--- src/design/bmhq_pkg.sv ---
package bmhq_pkg;

  // Heap geometry
  localparam int CAPACITY = 64;
  localparam int KEY_BITS = 32;
  localparam int ADDR_W   = $clog2(CAPACITY);
  localparam int CNT_W    = $clog2(CAPACITY + 1);
  // child index 2*i+2 can reach 2*CAPACITY
  localparam int CHILD_W  = ADDR_W + 2;

  // Stream payload widths, padded to whole bytes
  localparam int IN_DATA_W  = ((KEY_BITS + ADDR_W + 7) / 8) * 8;
  localparam int OUT_DATA_W = ((KEY_BITS + CNT_W + 7) / 8) * 8;
  localparam int OP_W       = 2;
  localparam int STATUS_W   = 2;

  typedef logic signed [KEY_BITS-1:0] key_t;
  typedef logic [ADDR_W-1:0]          addr_t;
  typedef logic [CNT_W-1:0]           cnt_t;
  typedef logic [CHILD_W-1:0]         child_t;

  typedef enum logic [OP_W-1:0] {
    OP_INSERT      = 2'd0,
    OP_EXTRACT_MAX = 2'd1,
    OP_EXTRACT_AT  = 2'd2
  } op_e;

  typedef enum logic [STATUS_W-1:0] {
    ST_OK    = 2'd0,
    ST_FULL  = 2'd1,
    ST_EMPTY = 2'd2,
    ST_RANGE = 2'd3
  } status_e;

  typedef enum logic [3:0] {
    S_IDLE,
    S_X_RDT,
    S_X_RDL,
    S_X_GOTL,
    S_UP_RD,
    S_UP_CMP,
    S_DN_RDL,
    S_DN_RDR,
    S_DN_LR,
    S_DN_CUR,
    S_PUT,
    S_DONE
  } state_e;

  // Operand selection of the shared comparator
  typedef enum logic [1:0] {
    CMP_UP,   // moving key vs parent
    CMP_LR,   // right child vs left child
    CMP_CUR   // larger child vs moving key
  } cmp_sel_e;

  // Heap store access for one cycle
  typedef struct packed {
    logic  we;
    addr_t waddr;
    key_t  wdata;
    addr_t raddr;
  } mem_req_t;

  typedef struct packed {
    key_t    value;
    status_e status;
    cnt_t    occupancy;
  } result_t;

endpackage

--- src/design/bmhq_ram.sv ---
module bmhq_ram
  import bmhq_pkg::*;
(
  input  logic     clk_i,
  input  mem_req_t req_i,
  output key_t     rdata_o
);

  key_t mem_q [CAPACITY];

  // One write port, one registered read port
  always_ff @(posedge clk_i) begin
    if (req_i.we) begin
      mem_q[req_i.waddr] <= req_i.wdata;
    end
    rdata_o <= mem_q[req_i.raddr];
  end

endmodule

--- src/design/bmhq_cmp.sv ---
module bmhq_cmp
  import bmhq_pkg::*;
(
  input  cmp_sel_e sel_i,
  input  key_t     rdata_i,
  input  key_t     cand_i,
  input  key_t     cur_i,
  output logic     gt_o
);

  key_t op_a;
  key_t op_b;

  // Operand mux in front of the single signed compare
  always_comb begin
    case (sel_i)
      CMP_UP: begin
        op_a = cur_i;
        op_b = rdata_i;
      end
      CMP_LR: begin
        op_a = rdata_i;
        op_b = cand_i;
      end
      CMP_CUR: begin
        op_a = cand_i;
        op_b = cur_i;
      end
      default: begin
        op_a = cur_i;
        op_b = rdata_i;
      end
    endcase
  end

  // Strictly greater; ties keep the entry in place
  assign gt_o = op_a > op_b;

endmodule

--- src/design/bmhq_seq.sv ---
module bmhq_seq
  import bmhq_pkg::*;
(
  input  logic          clk_i,
  input  logic          rst_ni,
  input  logic          in_valid_i,
  output logic          in_ready_o,
  input  logic [OP_W-1:0] op_i,
  input  key_t          key_i,
  input  addr_t         pos_i,
  output logic          res_valid_o,
  input  logic          res_ready_i,
  output result_t       res_o,
  output mem_req_t      mem_req_o,
  input  key_t          rdata_i
);

  state_e  state_q, state_d;
  cnt_t    cnt_q, cnt_d;
  addr_t   idx_q, idx_d;
  key_t    cur_q, cur_d;
  key_t    cand_q, cand_d;
  addr_t   cand_idx_q, cand_idx_d;
  logic    first_q, first_d;
  key_t    value_q, value_d;
  status_e status_q, status_d;

  cmp_sel_e cmp_sel;
  logic     cmp_gt;
  addr_t    parent_idx;
  child_t   child_l;
  child_t   child_r;
  child_t   cnt_ext;

  // Index arithmetic around the hole
  assign parent_idx = (idx_q - addr_t'(1)) >> 1;
  assign child_l    = {1'b0, idx_q, 1'b1};
  assign child_r    = child_l + child_t'(1);
  assign cnt_ext    = child_t'(cnt_q);

  bmhq_cmp u_cmp (
    .sel_i   (cmp_sel),
    .rdata_i (rdata_i),
    .cand_i  (cand_q),
    .cur_i   (cur_q),
    .gt_o    (cmp_gt)
  );

  // Control state
  always_ff @(posedge clk_i or negedge rst_ni) begin
    if (!rst_ni) begin
      state_q <= S_IDLE;
      cnt_q   <= '0;
      first_q <= 1'b0;
    end else begin
      state_q <= state_d;
      cnt_q   <= cnt_d;
      first_q <= first_d;
    end
  end

  // Datapath registers
  always_ff @(posedge clk_i) begin
    idx_q      <= idx_d;
    cur_q      <= cur_d;
    cand_q     <= cand_d;
    cand_idx_q <= cand_idx_d;
    value_q    <= value_d;
    status_q   <= status_d;
  end

  // Sequencer: the moving key stays in cur_q, entries shift through the hole
  always_comb begin
    state_d     = state_q;
    cnt_d       = cnt_q;
    idx_d       = idx_q;
    cur_d       = cur_q;
    cand_d      = cand_q;
    cand_idx_d  = cand_idx_q;
    first_d     = first_q;
    value_d     = value_q;
    status_d    = status_q;
    mem_req_o   = '0;
    cmp_sel     = CMP_UP;
    in_ready_o  = 1'b0;
    res_valid_o = 1'b0;

    case (state_q)
      S_IDLE: begin
        in_ready_o = 1'b1;
        if (in_valid_i) begin
          value_d  = '0;
          status_d = ST_OK;
          first_d  = 1'b0;
          case (op_e'(op_i))
            OP_INSERT: begin
              if (cnt_q == cnt_t'(CAPACITY)) begin
                status_d = ST_FULL;
                state_d  = S_DONE;
              end else begin
                cur_d   = key_i;
                idx_d   = addr_t'(cnt_q);
                cnt_d   = cnt_q + cnt_t'(1);
                state_d = (cnt_q == '0) ? S_PUT : S_UP_RD;
              end
            end
            OP_EXTRACT_MAX: begin
              if (cnt_q == '0) begin
                status_d = ST_EMPTY;
                state_d  = S_DONE;
              end else begin
                idx_d   = '0;
                cnt_d   = cnt_q - cnt_t'(1);
                state_d = S_X_RDT;
              end
            end
            OP_EXTRACT_AT: begin
              if (cnt_t'(pos_i) >= cnt_q) begin
                status_d = ST_RANGE;
                state_d  = S_DONE;
              end else begin
                idx_d   = pos_i;
                cnt_d   = cnt_q - cnt_t'(1);
                state_d = S_X_RDT;
              end
            end
            default: begin
              state_d = S_DONE;
            end
          endcase
        end
      end

      // fetch the entry being removed
      S_X_RDT: begin
        mem_req_o.raddr = idx_q;
        state_d         = S_X_RDL;
      end

      // capture it, then fetch the last entry unless the removed one was last
      S_X_RDL: begin
        value_d = rdata_i;
        if (cnt_t'(idx_q) == cnt_q) begin
          state_d = S_DONE;
        end else begin
          mem_req_o.raddr = addr_t'(cnt_q);
          state_d         = S_X_GOTL;
        end
      end

      S_X_GOTL: begin
        cur_d = rdata_i;
        if (idx_q == '0) begin
          state_d = S_DN_RDL;
        end else begin
          first_d = 1'b1;
          state_d = S_UP_RD;
        end
      end

      S_UP_RD: begin
        mem_req_o.raddr = parent_idx;
        state_d         = S_UP_CMP;
      end

      // parent moves down into the hole while the key beats it
      S_UP_CMP: begin
        cmp_sel = CMP_UP;
        if (cmp_gt) begin
          mem_req_o.we    = 1'b1;
          mem_req_o.waddr = idx_q;
          mem_req_o.wdata = rdata_i;
          idx_d           = parent_idx;
          first_d         = 1'b0;
          state_d         = (parent_idx == '0) ? S_PUT : S_UP_RD;
        end else if (first_q) begin
          first_d = 1'b0;
          state_d = S_DN_RDL;
        end else begin
          state_d = S_PUT;
        end
      end

      S_DN_RDL: begin
        if (child_l >= cnt_ext) begin
          state_d = S_PUT;
        end else begin
          mem_req_o.raddr = addr_t'(child_l);
          state_d         = S_DN_RDR;
        end
      end

      S_DN_RDR: begin
        cand_d     = rdata_i;
        cand_idx_d = addr_t'(child_l);
        if (child_r < cnt_ext) begin
          mem_req_o.raddr = addr_t'(child_r);
          state_d         = S_DN_LR;
        end else begin
          state_d = S_DN_CUR;
        end
      end

      // right child wins only when strictly larger
      S_DN_LR: begin
        cmp_sel = CMP_LR;
        if (cmp_gt) begin
          cand_d     = rdata_i;
          cand_idx_d = addr_t'(child_r);
        end
        state_d = S_DN_CUR;
      end

      // larger child moves up into the hole
      S_DN_CUR: begin
        cmp_sel = CMP_CUR;
        if (cmp_gt) begin
          mem_req_o.we    = 1'b1;
          mem_req_o.waddr = idx_q;
          mem_req_o.wdata = cand_q;
          idx_d           = cand_idx_q;
          state_d         = S_DN_RDL;
        end else begin
          state_d = S_PUT;
        end
      end

      S_PUT: begin
        mem_req_o.we    = 1'b1;
        mem_req_o.waddr = idx_q;
        mem_req_o.wdata = cur_q;
        state_d         = S_DONE;
      end

      S_DONE: begin
        res_valid_o = 1'b1;
        if (res_ready_i) begin
          state_d = S_IDLE;
        end
      end

      default: begin
        state_d = S_IDLE;
      end
    endcase
  end

  assign res_o = '{value: value_q, status: status_q, occupancy: cnt_q};

endmodule

--- src/design/binary_max_heap_queue_top.sv ---
// Binary max-heap priority queue, one result per request.
// An error or an unused op goes straight to the result. An insert climbs level by level
// (parent read, then compare). An extract fetches the removed and last entries, then moves
// down level by level (left read, right read, child compare, key compare) or climbs.
// One request at a time: a new input transfer can come from the cycle after the result
// enters the output register. Reset (rst_ni low, async) empties the queue, not the store.
module binary_max_heap_queue_top
  import bmhq_pkg::*;
(
  input  logic                  clk_i,
  input  logic                  rst_ni,
  input  logic                  s_axis_tvalid_i,
  output logic                  s_axis_tready_o,
  input  logic [IN_DATA_W-1:0]  s_axis_tdata_i,  // key, position
  input  logic [OP_W-1:0]       s_axis_tuser_i,  // op
  output logic                  m_axis_tvalid_o,
  input  logic                  m_axis_tready_i,
  output logic [OUT_DATA_W-1:0] m_axis_tdata_o,  // value, occupancy
  output logic [STATUS_W-1:0]   m_axis_tuser_o   // status
);

  mem_req_t mem_req;
  key_t     rdata;
  key_t     in_key;
  addr_t    in_pos;
  logic     res_valid;
  logic     res_ready;
  result_t  res;

  logic                  m_valid_q, m_valid_d;
  logic [OUT_DATA_W-1:0] m_data_q;
  logic [STATUS_W-1:0]   m_user_q;

  assign in_key = s_axis_tdata_i[KEY_BITS-1:0];
  assign in_pos = s_axis_tdata_i[KEY_BITS +: ADDR_W];

  bmhq_ram u_ram (
    .clk_i   (clk_i),
    .req_i   (mem_req),
    .rdata_o (rdata)
  );

  bmhq_seq u_seq (
    .clk_i       (clk_i),
    .rst_ni      (rst_ni),
    .in_valid_i  (s_axis_tvalid_i),
    .in_ready_o  (s_axis_tready_o),
    .op_i        (s_axis_tuser_i),
    .key_i       (in_key),
    .pos_i       (in_pos),
    .res_valid_o (res_valid),
    .res_ready_i (res_ready),
    .res_o       (res),
    .mem_req_o   (mem_req),
    .rdata_i     (rdata)
  );

  // Output register: loads whenever it is empty or being drained
  assign res_ready = !m_valid_q || m_axis_tready_i;

  always_comb begin
    m_valid_d = m_valid_q;
    if (res_valid && res_ready) begin
      m_valid_d = 1'b1;
    end else if (m_axis_tready_i) begin
      m_valid_d = 1'b0;
    end
  end

  always_ff @(posedge clk_i or negedge rst_ni) begin
    if (!rst_ni) begin
      m_valid_q <= 1'b0;
    end else begin
      m_valid_q <= m_valid_d;
    end
  end

  always_ff @(posedge clk_i) begin
    if (res_valid && res_ready) begin
      m_data_q <= OUT_DATA_W'({res.occupancy, res.value});
      m_user_q <= res.status;
    end
  end

  assign m_axis_tvalid_o = m_valid_q;
  assign m_axis_tdata_o  = m_data_q;
  assign m_axis_tuser_o  = m_user_q;

`ifndef SYNTH
  // occupancy never exceeds the store
  a_occ_range: assert property (@(posedge clk_i) disable iff (!rst_ni)
    m_axis_tvalid_o |-> m_axis_tdata_o[KEY_BITS +: CNT_W] <= cnt_t'(CAPACITY))
    else $error("occupancy above capacity");

  // a dropped insert only happens on a full queue
  a_full: assert property (@(posedge clk_i) disable iff (!rst_ni)
    m_axis_tvalid_o && m_axis_tuser_o == ST_FULL
    |-> m_axis_tdata_o[KEY_BITS +: CNT_W] == cnt_t'(CAPACITY)
        && m_axis_tdata_o[KEY_BITS-1:0] == '0)
    else $error("full status with free space or nonzero value");

  // empty status reports an empty queue and no value
  a_empty: assert property (@(posedge clk_i) disable iff (!rst_ni)
    m_axis_tvalid_o && m_axis_tuser_o == ST_EMPTY
    |-> m_axis_tdata_o[KEY_BITS +: CNT_W] == '0 && m_axis_tdata_o[KEY_BITS-1:0] == '0)
    else $error("empty status with entries or nonzero value");

  // the sequencer takes one request at a time
  a_busy: assert property (@(posedge clk_i) disable iff (!rst_ni)
    s_axis_tvalid_i && s_axis_tready_o |=> !s_axis_tready_o)
    else $error("second request taken while busy");
`endif

endmodule

--- config.mk ---
export PLATFORM = sky130hd
export DESIGN_NAME = binary_max_heap_queue_top
export DESIGN_NICKNAME = d
export VERILOG_FILES = /design/src/design/bmhq_pkg.sv /design/src/design/bmhq_ram.sv /design/src/design/bmhq_cmp.sv /design/src/design/bmhq_seq.sv /design/src/design/binary_max_heap_queue_top.sv
export SDC_FILE = /design/constraint.sdc
export NUM_CORES = 2
export LEC_CHECK = 0
export BUFFER_PORTS_ARGS = -buffer_cell sky130_fd_sc_hd__buf_4
export CAP_MARGIN = 20
export CORE_AREA = 2 2 387 389
export CTS_CLUSTER_DIAMETER = 80
export DETAILED_ROUTE_END_ITERATION = 12
export DIE_AREA = 0 0 389 391
export PLACE_DENSITY = 0.78
export SLEW_MARGIN = 20
export SYNTH_ARGS = -nofsm -noshare
export SYNTH_HDL_FRONTEND = slang
export SYNTH_SLANG_ARGS = --single-unit
--- constraint.sdc ---
create_clock -name clk_i -period 15.8 [get_ports clk_i]
set_clock_uncertainty 0.1 [all_clocks]
set_input_delay 1.58 -clock clk_i [delete_from_list [all_inputs] [get_ports clk_i]]
set_output_delay 1.58 -clock clk_i [all_outputs]
set_load 0.1 [all_outputs]
# Word level (Yosys, flattened, before mapping)
# Memories as Yosys holds them, arrays and structs flattened. A register that Yosys moved wholly into a read port is not among the register bits.
# Cells that the tools add are included.
[word_totals]
regBits = 164
ram_bits = 2048
in_bits = 46
out_inout_bits = 44
word_cells = 137
mem_count = 1
[mem_list]
columns = ["name", "words", "width", "rd", "rd_ports_with_merged_regs", "wr", "line", "text"]
rows = [
  ["u_ram.mem_q", 64, 32, 1, 1, 1, "bmhq_ram.sv:9", "key_t mem_q [CAPACITY];"],
]
[op_classes]
n_addsub = 4
magnitude_cmp = 4
eq_ne = 32
n_mux = 61
reduce_logical = 23
[op_table]
columns = ["operator", "n"]
rows = [
  ["case mux 32 bit (2 select lines)", 5],
  ["two-way mux 32 bit", 5],
  ["case mux 39 bit (3 select lines)", 1],
  ["two-way mux 39 bit", 2],
  ["two-way mux 6 bit", 10],
  ["two-way mux 4 bit", 12],
  ["case mux 4 bit (12 select lines)", 1],
  ["case mux 6 bit (3 select lines)", 2],
  ["> comparator 32 bit", 1],
  ["case mux 6 bit (5 select lines)", 1],
  ["two-way mux 7 bit", 3],
  ["case mux 7 bit (3 select lines)", 1],
  ["equality test 4 x 3 -> 1 bit, second input constant", 4],
  ["equality test 4 bit, second input constant", 4],
  ["!= test 2 bit, second input constant", 8],
  ["logical NOT 6 bit", 2],
  ["case mux 4 bit (3 select lines)", 1],
  ["case mux 6 bit (2 select lines)", 1],
  ["two-way mux 1 bit", 10],
  ["!= test 3 bit, second input constant", 3],
  ["nonzero test 3 bit", 3],
  ["adder 7 x 1 -> 8 bit, second input constant", 1],
  ["equality test 4 x 2 -> 1 bit, second input constant", 2],
  ["less-than comparator 8 x 7 -> 1 bit", 1],
  ["other kinds (28)", 40],
]

# Depth between registers and ports, before layout
[logic_depth]
depth_word = 9
depth_mapped = 19

# Cells and area by module
# A second synthesis with hierarchy kept.
[unflattened]
hier_cells = 4243
area_unflattened_um2 = 88441.1
[by_module_without_submodules]
columns = ["module", "instances", "cells_each", "area_each_um2"]
rows = [
  ["bmhq_ram", 1, 3324, 78512.8],
  ["bmhq_seq", 1, 563, 6754.0],
  ["bmhq_cmp", 1, 309, 1878.1],
  ["binary_max_heap_queue_top", 1, 47, 1296.2],
]

# Worst setup path after synthesis
# Ideal clock, no wire load.
[synth_path]
path_type = "register to register"
startpoint = "register u_seq.state_q[0]"
endpoint = "memory u_ram.mem_q[29][0] in the netlist's numbering, enable pin"
arrival_time_ns = 6.609
t_required_ns = 15.199
slack_ns = 8.589
stages_incl_launch_ff = 18
path_buffers = 5
synth_period_minus_slack_ns = 7.211
path_cell_list = "dfrtp_1 -> buf_2 -> clkbuf_1 -> clkbuf_1 -> buf_1 -> mux2i_1 -> a21oi_1 -> ha_1 -> a21o_1 -> a21o_1 -> a21o_1 -> a21o_1 -> a21oi_1 -> o2111ai_1 -> o211a_1 -> nor2_1 -> clkbuf_1 -> nor4_1"
[synth_between]
elab_chain_cells = 9
elab_cells_between_ends = 15
[synth_lines]
columns = ["item", "line", "text"]
rows = [
  ["from (decl)", "bmhq_seq.sv:18", "state_e state_q, state_d;"],
  ["from (signal assigned)", "bmhq_seq.sv:56", "state_q <= state_d;"],
  ["equality test 4 bit", "bmhq_seq.sv:88", "case (state_q)"],
  ["case mux 2 bit (2 select lines)", "bmhq_seq.sv:88", ""],
  ["equality test 2 bit / equality test 2 x 1 -> 1 bit (equally long branches)", "bmhq_cmp.sv:16", "case (sel_i)"],
  ["case mux 32 bit (2 select lines)", "bmhq_cmp.sv:16", ""],
  ["> comparator 32 bit", "bmhq_cmp.sv:37", "assign gt_o = op_a > op_b;"],
  ["two-way mux 39 bit, on equally long branches", "bmhq_seq.sv:217, bmhq_seq.sv:169", ""],
  ["case mux 39 bit (3 select lines) (*)", "bmhq_seq.sv:88", ""],
  ["two-way mux 1 bit", "bmhq_ram.sv:13", "if (req_i.we) begin"],
  ["two-way mux 1 bit (not written as such)", "bmhq_ram.sv:14", "mem_q[req_i.waddr] <= req_i.wdata;"],
  ["to (decl)", "bmhq_ram.sv:9", ""],
]
# Mark *: on every way between the ends. The rest lies on a longest branch, timed or not.

# Worst setup path after layout
[layout_path]
startpoint = "register u_seq.idx_q[0]"
endpoint = "register u_ram.rdata_o[22], read port of u_ram.mem_q"
[layout_between]
elab_chain_cells = 4
elab_cells_between_ends = 9
[layout_lines]
columns = ["item", "line", "text"]
rows = [
  ["from (decl)", "bmhq_seq.sv:20", "addr_t idx_q, idx_d;"],
  ["from (signal assigned)", "bmhq_seq.sv:64", "idx_q <= idx_d;"],
  ["adder 7 x 1 -> 8 bit", "bmhq_seq.sv:38", "assign child_r = child_l + child_t'(1);"],
  ["less-than comparator 8 x 7 -> 1 bit", "bmhq_seq.sv:196", "if (child_r < cnt_ext) begin"],
  ["two-way mux 6 bit", "bmhq_seq.sv:196", ""],
  ["case mux 6 bit (5 select lines) (*)", "bmhq_seq.sv:88", ""],
  ["to (decl)", "bmhq_ram.sv:6", "output key_t rdata_o"],
]
# Marked as above.
# A chain may end at the register's enable or synchronous reset.

==> results summary <==
The total half-perimeter wirelength after legalization and detailed placement is 133000 um. Yosys mapped a number of flops with a built-in enable equal to 2199. The maximum clock path buffer count came out at 3. The final hold violation count is 0.

The height of the chip came out at 391 um. The maximum number of pins on one net before global-route repair came out at 170. The first-iteration detailed-routing DRC count is 9384.

At the worst endpoint, the arrival time is 8.39 ns. The count of clock tree sinks came out at 2244. The cell area that synthesis handed to floorplanning was 91000 um2. The via count of the first global-routing pass is 55900.

The wire length after detailed routing is 253000 um. In the synthesized netlist the dominant register cell turns out to be sky130_fd_sc_hd__edfxtp_1. The post-route setup TNS is 0 ns. The tree is rooted in a sky130_fd_sc_hd__clkbuf_16. Synthesis produced a netlist whose cell count is 6498. The slowest stage of the critical path belongs to the cell sky130_fd_sc_hd__a221oi_1. STA classifies the critical path endpoint as a register. The later-pin clock latency in the skew report came out at 0.86 ns.

For this run, asynchronously set or reset flops after synthesis account for 0.00579. The total power of the final layout came out at 0.0213 W. In this design, the stage delay of the slowest critical-path cell is 1.02 ns.

Setup repair after global routing left no endpoint under its margin. The relative slew slack is 0.187. Post-CTS timing repair inserted 0 buffers for setup. The iteration count of the initial detailed-routing pass is 8.

The final routed DRC violation total is 0. The worst hold-check path type is reg2reg. The residual antenna-violating net count after detailed routing came out at 0. The count of max-cap constraint violations came out at 0.

The total of warnings raised by yosys came out at 0. The number of fill cells came out at 9469. The final net count came out at 6659. After layout, the minimum clock period comes to 7.71 ns. The number of distinct library cells after synthesis is 88. The share of final-layout standard cells stronger than drive strength 1 is 0.109.

The final weighted congestion in routability-driven placement is 0.929. The initial utilization of the core area, before any placement, comes to 0.613. The portion of the clock cycle consumed by the worst path in the final layout came out at 0.488. The max-slew violation count is 0.

A synthesized cell averages 14.0 um2. The floorplan core area came out at 149000 um2. Setup violations remaining at the end of the flow were counted as 0.

The clock transition at the register clock pins on the worst setup and hold paths after CTS is 0.07 ns. The quantity of hold-fixing buffers added after cts came out at 0. The total die area came out at 152000 um2. The number of buffers inserted during clock tree synthesis is 208. STA classifies the critical path startpoint as a register. The register bit count reported by yosys is 2244. After floorplanning, the core was divided into 142 placement rows. The biggest fanout along the worst timing path came out at 84. The routed via count divided by cell count came out at 6.69. The timing-limited maximum frequency came out at 130 MHz.

For this run, the total global-route usage over all layers was measured as 0.329. The first global-routing pass estimated 363000 um of wire. Pin placement for this block handled 90 I/O pins. The post-cts sizing count came out at 0. The leakage power came out at 34.8 nW. The number of vias after detailed routing is 58100. The total power per unit cell area came out at 211 nW/um2.

The sequential share of the synthesized area came out at 0.736. Counting every net in the synthesized netlist gives 6607. The number of buffers added on ports came out at 86. The x dimension of the die is 389 um. By startpoint and endpoint, the worst setup path is classified as reg2reg.

By instance count, the cell type seen most on the critical path is sky130_fd_sc_hd__buf_4. The CTS tree is built. The maximum VDD drop is 302 uV.

The multi-input combinational cells in the finished layout cover a total of 22800 um2. Relative to the synthesized area, the layout overhead comes to 10.9%. The critical path goes through nand2_1 -> nor2_1 -> nand3_1 -> xnor2_1 -> ha_1 -> and3_1 -> o2111ai_1 -> nand4_1 -> o2111a_4 -> buf_4 -> buf_4 -> buf_4 -> nand2_1 -> a21oi_1 -> nor4_1 -> a221oi_1 -> a31o_1.

The number of antenna violations at the first check in global routing is 10. For the worst setup path, the data required time is 16.48 ns. The flow ran to the end, and the final reports show no timing, DRC or antenna violations. The total congestion overflow after global routing came out at 0. The transition time at the pin with the least slew margin is 1.21 ns. The H-tree was split into 4 levels. In the final layout, flip-flops and latches occupy 67000 um2. The average wire length per cell after detail routing came out at 29.2 um. Once layout is complete, the utilization of the core stands at 0.680.
-- metrics by stage --
stage / worst slack, ns / std cells / hold slack [ns] / cell area, um2
6_report: 8.09 / 8673 / 0.317 / 101000
3_5_place_dp: 8.42 / 8282 / 0.305 / 94300
2_1_floorplan: 8.59 / 6498 / 0.300 / 91000
3_3_place_gp: 8.57 / 8282 / 0.301 / 94300
5_1_grt: 7.91 / 8670 / 0.323 / 101000
4_1_cts: 8.32 / 8668 / 0.319 / 101000
-- cell usage in the layout, fill, tap and decap left out, drive strengths merged, types with 13 or more instances in the layout --
master   netlist  layout
a2111oi       20      20
a211oi        39      39
a21o          50      50
a21oi        332     332
a22o          33      33
a311oi        57      57
a31oi        107     107
a32o          24      24
a32oi         81      81
and2          34      34
buf          225     260
clkbuf       193     290
clkinv         2      71
dfrtp         13      13
dfxtp         32      32
edfxtp      2199    2199
ha            62      62
inv           22      32
mux2          35      35
mux2i        400     400
nand2       1504    1504
nand3        377     377
nand4         46      46
nor2         131     131
nor3          27      27
nor4          63      63
nor4b         33      33
o211a         14      14
o21ai         94      94
o22ai         73      73
o311ai        14      14
or4           19      19
xnor2         16      16
-- synthesized netlist by cell type (all sizes together), types with 34 or more instances --
master | instances | share of area
o22ai | 73 | 0.0050
ha | 62 | 0.0085
nor2 | 131 | 0.0055
mux2i | 400 | 0.044
a211oi | 39 | 0.0033
a21oi | 332 | 0.018
nand3 | 377 | 0.021
and2 | 34 | 0.0023
edfxtp | 2199 | 0.73
nand2 | 1504 | 0.062
a311oi | 57 | 0.0055
a21o | 50 | 0.0041
mux2 | 35 | 0.0043
a32oi | 81 | 0.0078
buf | 225 | 0.013
a31oi | 107 | 0.0074
nand4 | 46 | 0.0034
nor4 | 63 | 0.0045
o21ai | 94 | 0.0052
clkbuf | 193 | 0.0080
-- final cells by class --
type | instances | share of cell area
timing repair buffer | 260 | 0.0204
inverter | 24 | 0.000892
sequential | 2244 | 0.664
multi-input combinational | 3812 | 0.226
clock inverter | 96 | 0.00844
clock buffer | 290 | 0.0562
antenna | 3 | 0.0000744
tap | 1944 | 0.0241
-- kinds of logic after synthesis --
family	synth area share
and+or+nand+nor	0.108
other	0.0000412
AOI/OAI and AO/OA	0.0740
adders and majority gates	0.00874
xor gates and xnor gates	0.00239
buffers and inverters	0.0215
DFF	0.736
muxes	0.0488
-- power by group --
part	internal, W	switching [W]	leakage [nW]
clock network	0.00270	0.00214	3.18
logic	0.00244	0.00652	10.9
registers	0.00721	0.000291	20.8
total	0.0124	0.00895	34.8
-- critical path, delay by kind of cell, from the launching register on --
family	cells	cell delay [ns]
buffers and inverters	3	2.33
AOI/OAI and AO/OA	5	2.16
and+or+nand+nor	7	1.73
DFF	1	0.65
adders and majority gates	1	0.36
xor gates and xnor gates	1	0.16
-- registers in the layout, indices dropped and copies added, names as in the netlist --
name	flops
u_seq.cur_q	32
u_seq.cand_q	32
u_seq.cand_idx_q	6
u_seq.first_q	1
u_ram.rdata_o	32
u_seq.status_q	2
m_axis_tvalid_o	1
u_seq.cnt_q	7
m_axis_tuser_o	2
m_axis_tdata_o	39
u_ram.mem_q	2048
u_seq.state_q	4
u_seq.value_q	32
u_seq.idx_q	6
-- routing by layer --
metal / GRT usage / share of wire / vias up
met5: 0 / 0.00037 / -
met4: 0.188 / 0.061 / 14
met3: 0.0813 / 0.13 / 691
met2: 0.509 / 0.46 / 4197
met1: 0.428 / 0.35 / 28500
li1: - / - / 24700
-- path summary, 6_finish.rpt --
path	startpoint	endpoint	slack (ns)	depth (start not counted)
max	u_seq.idx_q[0]	u_ram.rdata_o[22]	8.09	17
min	u_seq.value_q[15]	m_axis_tdata_o[15]	0.32	0
max reg2reg	u_seq.idx_q[0]	u_ram.rdata_o[22]	8.09	17
min reg2reg	u_seq.value_q[15]	m_axis_tdata_o[15]	0.32	0
max in group asynchronous	rst_ni	u_seq.state_q[0]	14.95	1
min in group asynchronous	rst_ni	u_seq.cnt_q[5]	0.46	1
No activity file was read; power rests on OpenSTA's default activity.
